$ cat src/rtl/mac_address_text_parser_macros.svh
// Assertion macros shared by the MAC address text parser modules.
`ifndef MAC_ADDRESS_TEXT_PARSER_MACROS_SVH
`define MAC_ADDRESS_TEXT_PARSER_MACROS_SVH

// Same-cycle implication, clocked on aclk and held off during reset.
`define MAT_ASSERT_IMPL(label, ante, cons, msg) \
    label: assert property (@(posedge aclk) disable iff (!aresetn) (ante) |-> (cons)) \
        else $error(msg);

// Next-cycle implication, clocked on aclk and held off during reset.
`define MAT_ASSERT_NEXT(label, ante, cons, msg) \
    label: assert property (@(posedge aclk) disable iff (!aresetn) (ante) |=> (cons)) \
        else $error(msg);

`endif

$ cat src/rtl/mat_pkg.sv
// Types and constants of the MAC address text parser.
package mat_pkg;

    localparam int CHAR_W       = 8;
    localparam int ADDR_W       = 48;
    localparam int NIB_W        = 4;
    localparam int GCNT_W       = 4;
    localparam int TCNT_W       = 5;
    localparam int NIBBLE_LIMIT = 12;
    localparam int COUNT_SAT    = 13;

    // Setting this bit folds upper-case letters onto lower case.
    localparam logic [CHAR_W-1:0] CASE_BIT  = 8'h20;
    localparam logic [CHAR_W-1:0] CHAR_COLON = 8'h3A;
    localparam logic [CHAR_W-1:0] CHAR_DASH  = 8'h2D;
    localparam logic [CHAR_W-1:0] CHAR_NUL   = 8'h00;

    localparam logic [1:0] KIND_DIGIT = 2'd0;
    localparam logic [1:0] KIND_SEP   = 2'd1;
    localparam logic [1:0] KIND_TERM  = 2'd2;
    localparam logic [1:0] KIND_BAD   = 2'd3;

    typedef struct packed {
        logic [1:0]       kind;
        logic [NIB_W-1:0] nibble;
    } char_class_t;

    typedef struct packed {
        logic [ADDR_W-1:0] mac_address;
        logic              bad_format;
    } mat_result_t;

endpackage

$ cat src/rtl/mat_char_class.sv
// Character classifier: hex digit, separator, terminator or invalid.
module mat_char_class (
    input  logic [mat_pkg::CHAR_W-1:0] character,
    output mat_pkg::char_class_t       cls
);
    import mat_pkg::*;

    logic [CHAR_W-1:0] folded;

    always_comb begin
        folded     = character | CASE_BIT;
        cls.kind   = KIND_BAD;
        cls.nibble = '0;
        if (character inside {[8'h30:8'h39]}) begin
            cls.kind   = KIND_DIGIT;
            cls.nibble = character[NIB_W-1:0];
        end else if (folded inside {[8'h61:8'h66]}) begin
            // 'a' has low nibble 1, so add nine to reach ten
            cls.kind   = KIND_DIGIT;
            cls.nibble = character[NIB_W-1:0] + NIB_W'(9);
        end else if (character == CHAR_COLON || character == CHAR_DASH) begin
            cls.kind = KIND_SEP;
        end else if (character == CHAR_NUL) begin
            cls.kind = KIND_TERM;
        end
    end

endmodule

$ cat src/rtl/mat_group_acc.sv
// Group and address accumulator: builds groups and folds them into the address.
`include "mac_address_text_parser_macros.svh"

module mat_group_acc (
    input  logic                 aclk,
    input  logic                 aresetn,
    input  logic                 step,
    input  mat_pkg::char_class_t cls,
    output mat_pkg::mat_result_t res
);
    import mat_pkg::*;

    logic [ADDR_W-1:0] accum_reg, accum_next;
    logic [ADDR_W-1:0] group_reg, group_next;
    logic [GCNT_W-1:0] gcnt_reg, gcnt_next;
    logic [TCNT_W-1:0] tcnt_reg, tcnt_next;
    logic              err_reg, err_next;

    logic [TCNT_W-1:0] pad;
    logic [TCNT_W-1:0] sum;
    logic              over;
    logic [5:0]        shamt;
    logic [ADDR_W-1:0] closed_accum;
    logic [TCNT_W-1:0] closed_tcnt;
    logic              bad;

    always_comb begin
        // Pad odd groups to whole bytes; an empty group is one zero byte.
        if (gcnt_reg == '0) begin
            pad = TCNT_W'(2);
        end else begin
            pad = TCNT_W'(gcnt_reg) + TCNT_W'(gcnt_reg[0]);
        end
        sum          = tcnt_reg + pad;
        over         = sum > TCNT_W'(NIBBLE_LIMIT);
        shamt        = {pad[3:0], 2'b00};
        closed_accum = over ? accum_reg : ((accum_reg << shamt) | group_reg);
        closed_tcnt  = over ? TCNT_W'(COUNT_SAT) : sum;

        bad             = err_reg || over;
        res.bad_format  = bad;
        res.mac_address = bad ? '0 : closed_accum;
    end

    always_comb begin
        accum_next = accum_reg;
        group_next = group_reg;
        gcnt_next  = gcnt_reg;
        tcnt_next  = tcnt_reg;
        err_next   = err_reg;
        if (step) begin
            case (cls.kind)
                KIND_DIGIT: begin
                    group_next = {group_reg[ADDR_W-NIB_W-1:0], cls.nibble};
                    if (gcnt_reg < GCNT_W'(COUNT_SAT)) begin
                        gcnt_next = gcnt_reg + GCNT_W'(1);
                    end
                end
                KIND_SEP: begin
                    accum_next = closed_accum;
                    tcnt_next  = closed_tcnt;
                    group_next = '0;
                    gcnt_next  = '0;
                end
                KIND_BAD: begin
                    err_next = 1'b1;
                end
                KIND_TERM: begin
                    accum_next = '0;
                    group_next = '0;
                    gcnt_next  = '0;
                    tcnt_next  = '0;
                    err_next   = 1'b0;
                end
                default: begin
                    err_next = err_reg;
                end
            endcase
        end
    end

    always_ff @(posedge aclk) begin
        if (!aresetn) begin
            accum_reg <= '0;
            group_reg <= '0;
            gcnt_reg  <= '0;
            tcnt_reg  <= '0;
            err_reg   <= 1'b0;
        end else begin
            accum_reg <= accum_next;
            group_reg <= group_next;
            gcnt_reg  <= gcnt_next;
            tcnt_reg  <= tcnt_next;
            err_reg   <= err_next;
        end
    end

    `MAT_ASSERT_IMPL(a_gcnt_sat, 1'b1, gcnt_reg <= GCNT_W'(COUNT_SAT), "group count past saturation")
    `MAT_ASSERT_IMPL(a_tcnt_sat, 1'b1, tcnt_reg <= TCNT_W'(COUNT_SAT), "total count past saturation")
    `MAT_ASSERT_NEXT(a_term_clear, step && cls.kind == KIND_TERM, accum_reg == '0 && group_reg == '0 && gcnt_reg == '0 && tcnt_reg == '0 && !err_reg, "state not cleared after terminator")

endmodule

$ cat src/rtl/mac_address_text_parser.sv
// MAC address text parser top level: input register, accumulator, result register.
//
// Feed the address text one character per beat on the s_axis channel, ending
// with a zero byte. Each terminator yields one result beat on m_axis: the
// 48-bit address in tdata (first byte in bits 47..40) and bad_format in tuser.
// Other characters yield no result.
// Path: a terminator passes from the input register straight to the result
// register. Throughput: one character per cycle while no terminator waits for
// the result register; the classify and accumulate step sits between the input
// register and the result register.
// Reset (aresetn low, synchronous) empties both registers and clears the
// parser state, so the next character starts a fresh address.
// A stall on m_axis holds the result register; characters that produce no
// result keep flowing. A terminator waits in the input register until the
// result register is free, and s_axis_tready drops while it waits.
`include "mac_address_text_parser_macros.svh"

module mac_address_text_parser (
    input  logic                        aclk,
    input  logic                        aresetn,
    input  logic                        s_axis_tvalid,
    output logic                        s_axis_tready,
    input  logic [mat_pkg::CHAR_W-1:0]  s_axis_tdata,   // [7:0] character
    output logic                        m_axis_tvalid,
    input  logic                        m_axis_tready,
    output logic [mat_pkg::ADDR_W-1:0]  m_axis_tdata,   // [47:0] mac_address
    output logic                        m_axis_tuser    // [0] bad_format
);
    import mat_pkg::*;

    logic              in_valid_reg, in_valid_next;
    logic [CHAR_W-1:0] in_char_reg, in_char_next;
    logic              out_valid_reg, out_valid_next;
    mat_result_t       out_data_reg, out_data_next;

    char_class_t cls;
    mat_result_t res;
    logic        is_term;
    logic        out_free;
    logic        step;

    mat_char_class u_class (
        .character (in_char_reg),
        .cls       (cls)
    );

    mat_group_acc u_acc (
        .aclk    (aclk),
        .aresetn (aresetn),
        .step    (step),
        .cls     (cls),
        .res     (res)
    );

    always_comb begin
        is_term       = cls.kind == KIND_TERM;
        out_free      = !out_valid_reg || m_axis_tready;
        // Hold a terminator until the result register can take it.
        step          = in_valid_reg && (!is_term || out_free);
        s_axis_tready = !in_valid_reg || step;

        in_valid_next = in_valid_reg;
        in_char_next  = in_char_reg;
        if (s_axis_tvalid && s_axis_tready) begin
            in_valid_next = 1'b1;
            in_char_next  = s_axis_tdata;
        end else if (step) begin
            in_valid_next = 1'b0;
        end

        out_valid_next = out_valid_reg;
        out_data_next  = out_data_reg;
        if (step && is_term) begin
            out_valid_next = 1'b1;
            out_data_next  = res;
        end else if (m_axis_tready) begin
            out_valid_next = 1'b0;
        end
    end

    always_ff @(posedge aclk) begin
        if (!aresetn) begin
            in_valid_reg  <= 1'b0;
            out_valid_reg <= 1'b0;
        end else begin
            in_valid_reg  <= in_valid_next;
            out_valid_reg <= out_valid_next;
        end
        in_char_reg  <= in_char_next;
        out_data_reg <= out_data_next;
    end

    assign m_axis_tvalid = out_valid_reg;
    assign m_axis_tdata  = out_data_reg.mac_address;
    assign m_axis_tuser  = out_data_reg.bad_format;

    `MAT_ASSERT_IMPL(a_bad_zero_addr, m_axis_tvalid && m_axis_tuser, m_axis_tdata == '0, "bad result with nonzero address")
    `MAT_ASSERT_IMPL(a_result_source, $rose(out_valid_reg), $past(step && is_term), "result without terminator")
    `MAT_ASSERT_NEXT(a_in_hold, in_valid_reg && !step, in_valid_reg && $stable(in_char_reg), "stalled character lost")

endmodule
$ cat config.mk
export PLATFORM = sky130hd
export DESIGN_NAME = mac_address_text_parser
export DESIGN_NICKNAME = d
export VERILOG_FILES = /design/src/rtl/mat_pkg.sv /design/src/rtl/mat_char_class.sv /design/src/rtl/mat_group_acc.sv /design/src/rtl/mac_address_text_parser.sv
export VERILOG_INCLUDE_DIRS = /design/src /design/src/rtl
export SDC_FILE = /design/constraint.sdc
export NUM_CORES = 1
export LEC_CHECK = 0
export BUFFER_PORTS_ARGS = -buffer_cell sky130_fd_sc_hd__buf_4
export CAP_MARGIN = 20
export CORE_MARGIN = 2
export CORE_UTILIZATION = 50
export CTS_BUF_LIST = sky130_fd_sc_hd__clkbuf_4 sky130_fd_sc_hd__clkbuf_8
export DETAILED_ROUTE_END_ITERATION = 8
export PLACE_DENSITY = 0.75
export SETUP_SLACK_MARGIN = 0.02
export SYNTH_ARGS = -nofsm -noshare
export SYNTH_HDL_FRONTEND = slang
export SYNTH_HIERARCHICAL = 1
export SYNTH_SLANG_ARGS = --single-unit
export TNS_END_PERCENT = 50
$ cat constraint.sdc
create_clock -name aclk -period 5.75 [get_ports aclk]
set_input_delay 0.575 -clock aclk [delete_from_list [all_inputs] [get_ports aclk]]
set_output_delay 0.575 -clock aclk [all_outputs]
set_load 0.02 [all_outputs]
## Word level (Yosys, flattened, before mapping)

Cells that the tools add are included.

- Register bits after elaboration: 165
- Bits in latches: 0
- Bits in writable memories: 0
- Memory bits (read-only): 0
- Output and inout bits: 51
- Memories kept: 0

- $add $sub $neg: 4
- Multipliers: 0
- Div/mod/pow operators: 0
- Magnitude comparators: 6
- Equal/unequal tests: 6
- Shift-type cells: 1
- Muxes and demuxes: 18
- Bitwise logic cells: 1
- Reduce and logical (&&, ||, !) cells: 26

Operator list:

| operator | number |
|---|---|
| $pmux 48 s2 | 2 |
| $mux 48 | 1 |
| $or 48x48->48 | 1 |
| $shl 48x6->48 | 1 |
| $eq 8x6->1 const B | 2 |
| $mux 5 | 2 |
| $pmux 5 s2 | 1 |
| $reduce_bool 2->1 | 5 |
| $ge 8x6->1 const B | 1 |
| $ge 8x7->1 const B | 1 |
| $le 8x6->1 const B | 1 |
| $le 8x7->1 const B | 1 |
| $logic_not 8->1 | 1 |
| $mux 4 | 2 |
| $pmux 4 s2 | 1 |
| $mux 6 | 1 |
| $reduce_and 2->1 | 3 |
| $add 4x1->5 | 1 |
| $add 5x5->5 | 1 |
| $gt 5x4->1 const B | 1 |
| $logic_and 1x1->1 | 5 |
| $logic_or 1x1->1 | 5 |
| $mux 1 | 5 |
| $add 4x1->4 const B | 1 |
| other kinds (12) | 16 |

## Logic depth before layout (Yosys ltp)

Gate-level depths: netlist of the first run.

- Word-level depth: 12
- Gate-level depth with buffers: 18

## Modules after synthesis

Netlist of the first run, hierarchy kept.

By module, submodules not included:

| module | instances | cells an instance | area each (um^2) | sequential area each (um^2) |
|---|---|---|---|---|
| mat_group_acc | 1 | 673 | 5758.0 | 2122.0 |
| mac_address_text_parser | 1 | 70 | 1823.0 | 1751.7 |
| mat_char_class | 1 | 30 | 256.5 | 0.0 |

## Worst setup path after synthesis of the first run

Ideal clock, no wire load.

- Path type: reg2reg
- Start: reg in_char_reg[0]
- End: reg out_data_reg, in the netlist m_axis_tdata[0] (enable)
- Setup time: 0.461 ns
- Arrival time: 4.195 ns
- Data required time: 5.289 ns
- Slack: 1.094 ns
- Cell stages (with the launch flop): 8
- Buffers on the path: 0
- Clock period less this slack: 4.656 ns
- Path through: edfxtp_1 inv_1 ha_1 nor3b_1 a311oi_4 a311oi_1 and3b_2 nor2b_1

RTL lines:

| element | RTL line | source |
|---|---|---|
| start, declared | mac_address_text_parser.sv:32 | `logic [CHAR_W-1:0] in_char_reg, in_char_next;` |
| start signal, assigned | mac_address_text_parser.sv:89 | `in_char_reg <= in_char_next;` |
| end signal, assigned | mac_address_text_parser.sv:90 | `out_data_reg <= out_data_next;` |
| end, declared | mac_address_text_parser.sv:34 | `mat_result_t out_data_reg, out_data_next;` |

==> reports/results.ini, run 1 <==
[global_routing]
grt_overflow=0
grt_antenna_before_repair=0
grt_pass1_vias=6128
grt_pass1_wl_um=31310
grt.total_usage=0.2403
grt_max_degree=59

[routing]
vias=6399
drt-initial-drc-count=797
first_pass_iters=7
routedWlPerCell_um=19.16
wl_um=19850
drc=0
vias_per_cell=6.177
ant_nets=0

[timing]
hold_ws_ns=0.2779
tns_ns=0
setup_viol=0
fmax_ghz=0.2137
finalCritPeriodShare=0.8139
relSlewSlack=0.3027
clock-skew-final_ns=0.01466
rsz0062_at_grt=false
worst_slew_pin_slew_ns=1.042
maxSlewViolCount=0
period_needed_ns=4.680
hold_viol=0
setup_ws_ns=1.070

[setup_path]
rr_worst_depth=13
crit_arrival_ns=5.06
cp_slowest_cell=a311oi_1
r2r_start=in_char_reg[0]
slowest_delay_ns=0.58
timing.rr.end=u_acc/accum_reg[34]
cp_max_fo=48
reg2reg_slack_ns=1.07
crit_type=reg -> reg
worstPathRequired_ns=6.13
cp_cell_sequence=inv_1 > ha_1 > nor3b_1 > a311oi_4 > a311oi_1 > inv_1 > ha_1 > buf_4 > nand2_1 > or2_2 > or4b_1 > buf_4 > o22ai_1
cp-end-kind=flip-flop
worst_setup_path_start_kind=flip-flop

[yosys]
ys_seq_area_frac=0.4943
syn_area_per_cell_um2=10.14
yosysWarnings=6
synth_cells=773
synth_cell_types=77
ys_ff_latch=165
synth-edff-count=57
async_reset_ff_frac=0
syn-cell-area_um2=7838
syn_nets=798
synthFlopType=dfxtp_1

[clocking]
post_cts_buffers=0
post_cts_resized=0
path_clk_slew_ns=0.09
cts_buffers=17
tritoncts=yes
cts_sinks=165
hold_buffers=0
clock_tree.buffer_depth=2
worstSkewPairLatency_ns=0.47
htree_levels=4
cts_root_buffer=clkbuf_8

[place]
io_buffers=62
gp_congestion=0.9073
pre_cts_ws_ns=1.178
placed_area_um2=8427
dpl.hpwl_um=12980

[layout]
layout_commonest_cell=dfxtp_1
final_cell_area_um2=8847
area_growth_pct=12.88
final.fill_count=1262
nets=837
multi_input_area_um2=3665
final_layout_size_suffix_gt1_frac=0.1891
antenna_cells=0
regArea_um2=3874
most-common-layout-cells=dfxtp_1, nand2_1, buf_4, a21oi_1, nor2_1

[die]
fp.dieH_um=129.2
fp-row-count=45
die-area_um2=16690
initial_core_util=0.5137
io_pins=63
core_um2=15260
die_w_um=129.2

[worst_hold_path]
min-delay-start=s_axis_tdata[0]
min_path_type=in -> reg
hold_path_depth=1
hold_end=in_char_reg[0]

[run]
max-cap-violations=0

[power]
p_leak_nw=3.113
vdd_drop_max_mv=0.1426
cellPowerDensity_nw_per_um2=249.7

[run_status]
outcome=finished, final reports clean

## worst max-delay path: cells and delay by family, from the launching register on
family,cells,cell delay [ns]
and+or+nand+nor,4,1.63
buffers and inverters,4,1.01
AOI/OAI and AO/OA,3,0.93
DFF,1,0.50
adders and majority gates,2,0.49
## how the worst max path moves through the flow
stage	depth (start not counted)	to	start	slack, ns
after global routing	13	u_acc/accum_reg[34]	in_char_reg[1]	0.88
final	13	u_acc/accum_reg[34]	in_char_reg[0]	1.07
after global placement	13	u_acc/accum_reg[29]	in_char_reg[1]	1.41
after CTS	13	u_acc/accum_reg[35]	in_char_reg[1]	1.16
after detailed placement	13	u_acc/accum_reg[35]	in_char_reg[1]	1.18
after floorplan	7	m_axis_tdata[0]	in_char_reg[0]	1.09
## synth_stat cells, types with 3 or more instances
| cell | instances | area [µm²] |
|---|---|---|
| edfxtp_1 | 57 | 1712 |
| buf_2 | 9 | 45.04 |
| nor4_1 | 9 | 56.30 |
| nand2_1 | 90 | 337.8 |
| mux4_2 | 8 | 180.2 |
| inv_1 | 20 | 75.07 |
| a221oi_1 | 8 | 70.07 |
| dfxtp_1 | 108 | 2162 |
| nor3b_1 | 32 | 240.2 |
| nor2_1 | 58 | 217.7 |
| buf_4 | 3 | 22.52 |
| nor2_4 | 9 | 101.4 |
| nand2b_1 | 6 | 37.54 |
| a21oi_1 | 64 | 320.3 |
| o21ba_2 | 8 | 80.08 |
| mux2i_1 | 25 | 250.2 |
| o22ai_1 | 48 | 300.3 |
| nor3_1 | 10 | 50.05 |
| a22o_1 | 21 | 183.9 |
| clkbuf_1 | 32 | 120.1 |
| a222oi_1 | 8 | 80.08 |
| nor2b_1 | 43 | 269.0 |
| ha_1 | 13 | 162.7 |
| buf_6 | 6 | 67.56 |
| o21ai_0 | 6 | 30.03 |
| buf_1 | 4 | 15.01 |
| a22oi_1 | 3 | 22.52 |
## routing by layer
layer	part of all wire	vias up	track usage	wire, µm
li1	-	2901	-	-
met1	0.41	3084	0.3154	8118
met2	0.48	356	0.3892	9494
met3	0.083	58	0.04913	1642
met4	0.030	0	0.1004	590
met5	0	-	0	0
## report_power, final
group | total [mW] | switching, mW | internal (mW)
clock | 0.848 | 0.445 | 0.403
combinational | 0.142 | 0.0999 | 0.0417
sequential | 1.22 | 0.00909 | 1.21
total | 2.21 | 0.554 | 1.66
## stage by stage
step | total power, mW | utilization | instances
floorplan | 1.345 | - | 773
global placement | 1.376 | 0.5512 | 1000
detailed placement | 1.383 | 0.5523 | 1002
CTS | 2.215 | 0.5782 | 1034
global route | 2.275 | 0.5798 | 1036
finish | 2.209 | 0.5798 | 1036
## layout make-up
cell class | count | share of cell area
Timing Repair Buffer | 75 | 0.06491
Tap cell | 211 | 0.02984
Inverter | 20 | 0.008485
Clock inverter | 13 | 0.01655
Clock buffer | 19 | 0.02814
Sequential cell | 165 | 0.4378
Multi-Input combinational cell | 533 | 0.4142
## kinds of logic (layout without fill, tap and decap cells)
group                      Yosys count  count (layout)  share of synthesized area
and+or+nand+nor                    285             285                     0.1986
DFF                                165             165                     0.4943
buffers and inverters               75             127                    0.04470
xor gates and xnor gates             6               6                   0.009420
muxes                               34              34                    0.05635
adders and majority gates           13              13                    0.02075
AOI/OAI and AO/OA                  195             195                     0.1759
Power figures use the tool's default switching activity.
==> inputs of run 2 (changes only) <==
Settings changed: PLACE_DENSITY 0.75 to 0.78.
Clock period 5.75 ns to 3.9 ns, I/O delays scaled along.
==> reports/results.ini, run 2 (synthesis gave the netlist of run 1 again) <==
[layout]
final.fill_count=1266  ; +0.32%
multi_input_area_um2=3661  ; -0.10%
final_layout_size_suffix_gt1_frac=0.1957  ; +0.006587
final_cell_count_no_fill=1044  ; +0.77%
layout_commonest_cell=dfxtp_1
antenna_cells=0  ; unchanged
area_growth_pct=13.28
fin_util=0.5819  ; +0.002050
most-common-layout-cells=dfxtp_1, nand2_1, buf_4, a21oi_1, nor2_1
regArea_um2=3874  ; unchanged
nets=845  ; +0.96%

[timing]
hold_ws_ns=0.1008  ; -0.1771 ns
finalCritPeriodShare=0.9340  ; +0.1201
fmax_ghz=0.2745  ; +28%
period_needed_ns=3.643  ; -1.037 ns
rsz0062_at_grt=true
setup_viol=0  ; unchanged
clock-skew-final_ns=0.01518  ; +0.0005140 ns
tns_ns=0  ; unchanged
maxSlewViolCount=0  ; unchanged
hold_viol=0  ; unchanged
relSlewSlack=0.4426  ; +0.1399
worst_slew_pin_slew_ns=0.8339  ; -0.2083 ns

[die]
die_w_um=129.2  ; unchanged
fp.dieH_um=129.2  ; unchanged
die-area_um2=16690  ; unchanged
initial_core_util=0.5137  ; unchanged
core_um2=15260  ; unchanged
fp-row-count=45  ; unchanged
io_pins=63  ; unchanged

[global_routing]
grt.total_usage=0.2236  ; -0.01676
grt_pass1_vias=5595  ; -8.7%
grt_max_degree=57  ; -3.4%
grt_overflow=0  ; unchanged
grt_pass1_wl_um=29060  ; -7.2%
grt_antenna_before_repair=0  ; unchanged

[setup_path]
cp_max_fo=49  ; +2.1%
worstPathRequired_ns=4.20  ; -1.93 ns
crit_arrival_ns=3.95  ; -1.11 ns
crit_type=reg -> reg
worst_setup_path_start_kind=flip-flop
cp-end-kind=flip-flop

[clocking]
post_cts_resized=0  ; unchanged
tritoncts=yes
cts_sinks=165  ; unchanged
hold_buffers=0  ; unchanged
cts_root_buffer=clkbuf_8
path_clk_slew_ns=0.09  ; about the same
post_cts_buffers=0  ; unchanged
worstSkewPairLatency_ns=0.46  ; about the same
clock_tree.buffer_depth=2  ; unchanged
htree_levels=4  ; unchanged
cts_buffers=17  ; unchanged

[power]
switching_share=0.2527  ; +0.001948
p_switching_uw=804.0  ; +45%
p_leak_nw=3.152  ; +1.3%
cellPowerDensity_nw_per_um2=358.3  ; +43%
vdd_drop_max_mv=0.1894  ; +33%
power.internal_mw=2.377  ; +44%
p_comb_frac=0.066  ; +0.002
power_frac_clock=0.369  ; -0.015
power_frac_seq=0.565  ; +0.013
p_total_mw=3.181  ; +44%

[routing]
dr_wl_met2_um=8683  ; -8.5%
wl_um=18330  ; -7.7%
first_pass_iters=8  ; +1
vias=6141  ; -4.0%
highest_layer=met4
ant_nets=0  ; unchanged
drt-initial-drc-count=716  ; -10%
vias_per_cell=5.882  ; -4.8%
drt-met1-wl_um=7859  ; -3.2%
wl_met3_um=1323  ; -19%
drc=0  ; unchanged
routedWlPerCell_um=17.55  ; -8.4%

[place]
dpl.hpwl_um=12150  ; -6.4%
gp_congestion=0.8561  ; -5.6%
io_buffers=62  ; unchanged
dp.cells=1012  ; +1.0%

[run_status]
outcome=finished, final reports clean

[run]
max-cap-violations=0  ; unchanged

[worst_hold_path]
min_path_type=in -> reg

-- run 2: changes by cell type in the layout (fill, tap and decap cells not counted), sizes merged --
cell	delta
inv	-1
buf	+8
clkinv	+5
bufinv	-1
clkinvlp	-2
clkbuf	-1
-- run 2: final timing paths --
kind | end | start | depth (start not counted) | slack [ns]
setup / recovery | m_axis_tdata[44] | u_acc/gcnt_reg[0] | 13 | 0.26
hold / removal | in_char_reg[6] | s_axis_tdata[6] | 1 | 0.10
setup reg to reg | m_axis_tdata[44] | u_acc/gcnt_reg[0] | 13 | 0.26
hold reg to reg | u_acc/accum_reg[47] | u_acc/accum_reg[47] | 2 | 0.48
-- run 2: per-stage QoR --
step                setup WS [ns]  area (µm²)
finish                     0.2573        8879
global placement           0.3713        8492
floorplan                 -0.1117        7840
CTS                        0.1046        8869
global route              0.01366        8879
detailed placement         0.1910        8497
-- run 2: area by class of cell --
class / count / area share
sequential: 165 / 0.4363
multi-input combinational: 533 / 0.4123
timing repair buffer: 83 / 0.07131
tap: 211 / 0.02974
clock buffer: 18 / 0.02790
clock inverter: 14 / 0.01395
inverter: 20 / 0.008455
-- run 2: critical path, cell delays in order (launching register included) --
cell	delay (ns)
dfxtp_1	0.41
inv_1	0.09
ha_1	0.21
nor2b_1	0.19
a21oi_4	0.18
inv_1	0.06
ha_1	0.22
ha_1	0.22
a311oi_2	0.37
xnor2_1	0.28
o31ai_4	0.12
or4_2	0.55
buf_4	0.32
nor2_1	0.20
-- run 2: power groups by stage --
stage | Clock [mW] | Sequential (mW) | Combinational [mW]
6_report | 1.17 | 1.80 | 0.210
5_1_grt | 1.25 | 1.80 | 0.226
4_1_cts | 1.19 | 1.80 | 0.207
3_5_place_dp | 0 | 1.84 | 0.207
3_3_place_gp | 0 | 1.84 | 0.203
2_1_floorplan | 0 | 1.84 | 0.142
-- run 2: metal layers --
metal | vias to the layer above | GRT usage
met5 | - | 0
met4 | 0 | 0.07737
met3 | 34 | 0.04831
met2 | 273 | 0.3632
met1 | 2914 | 0.2972
li1 | 2920 | -
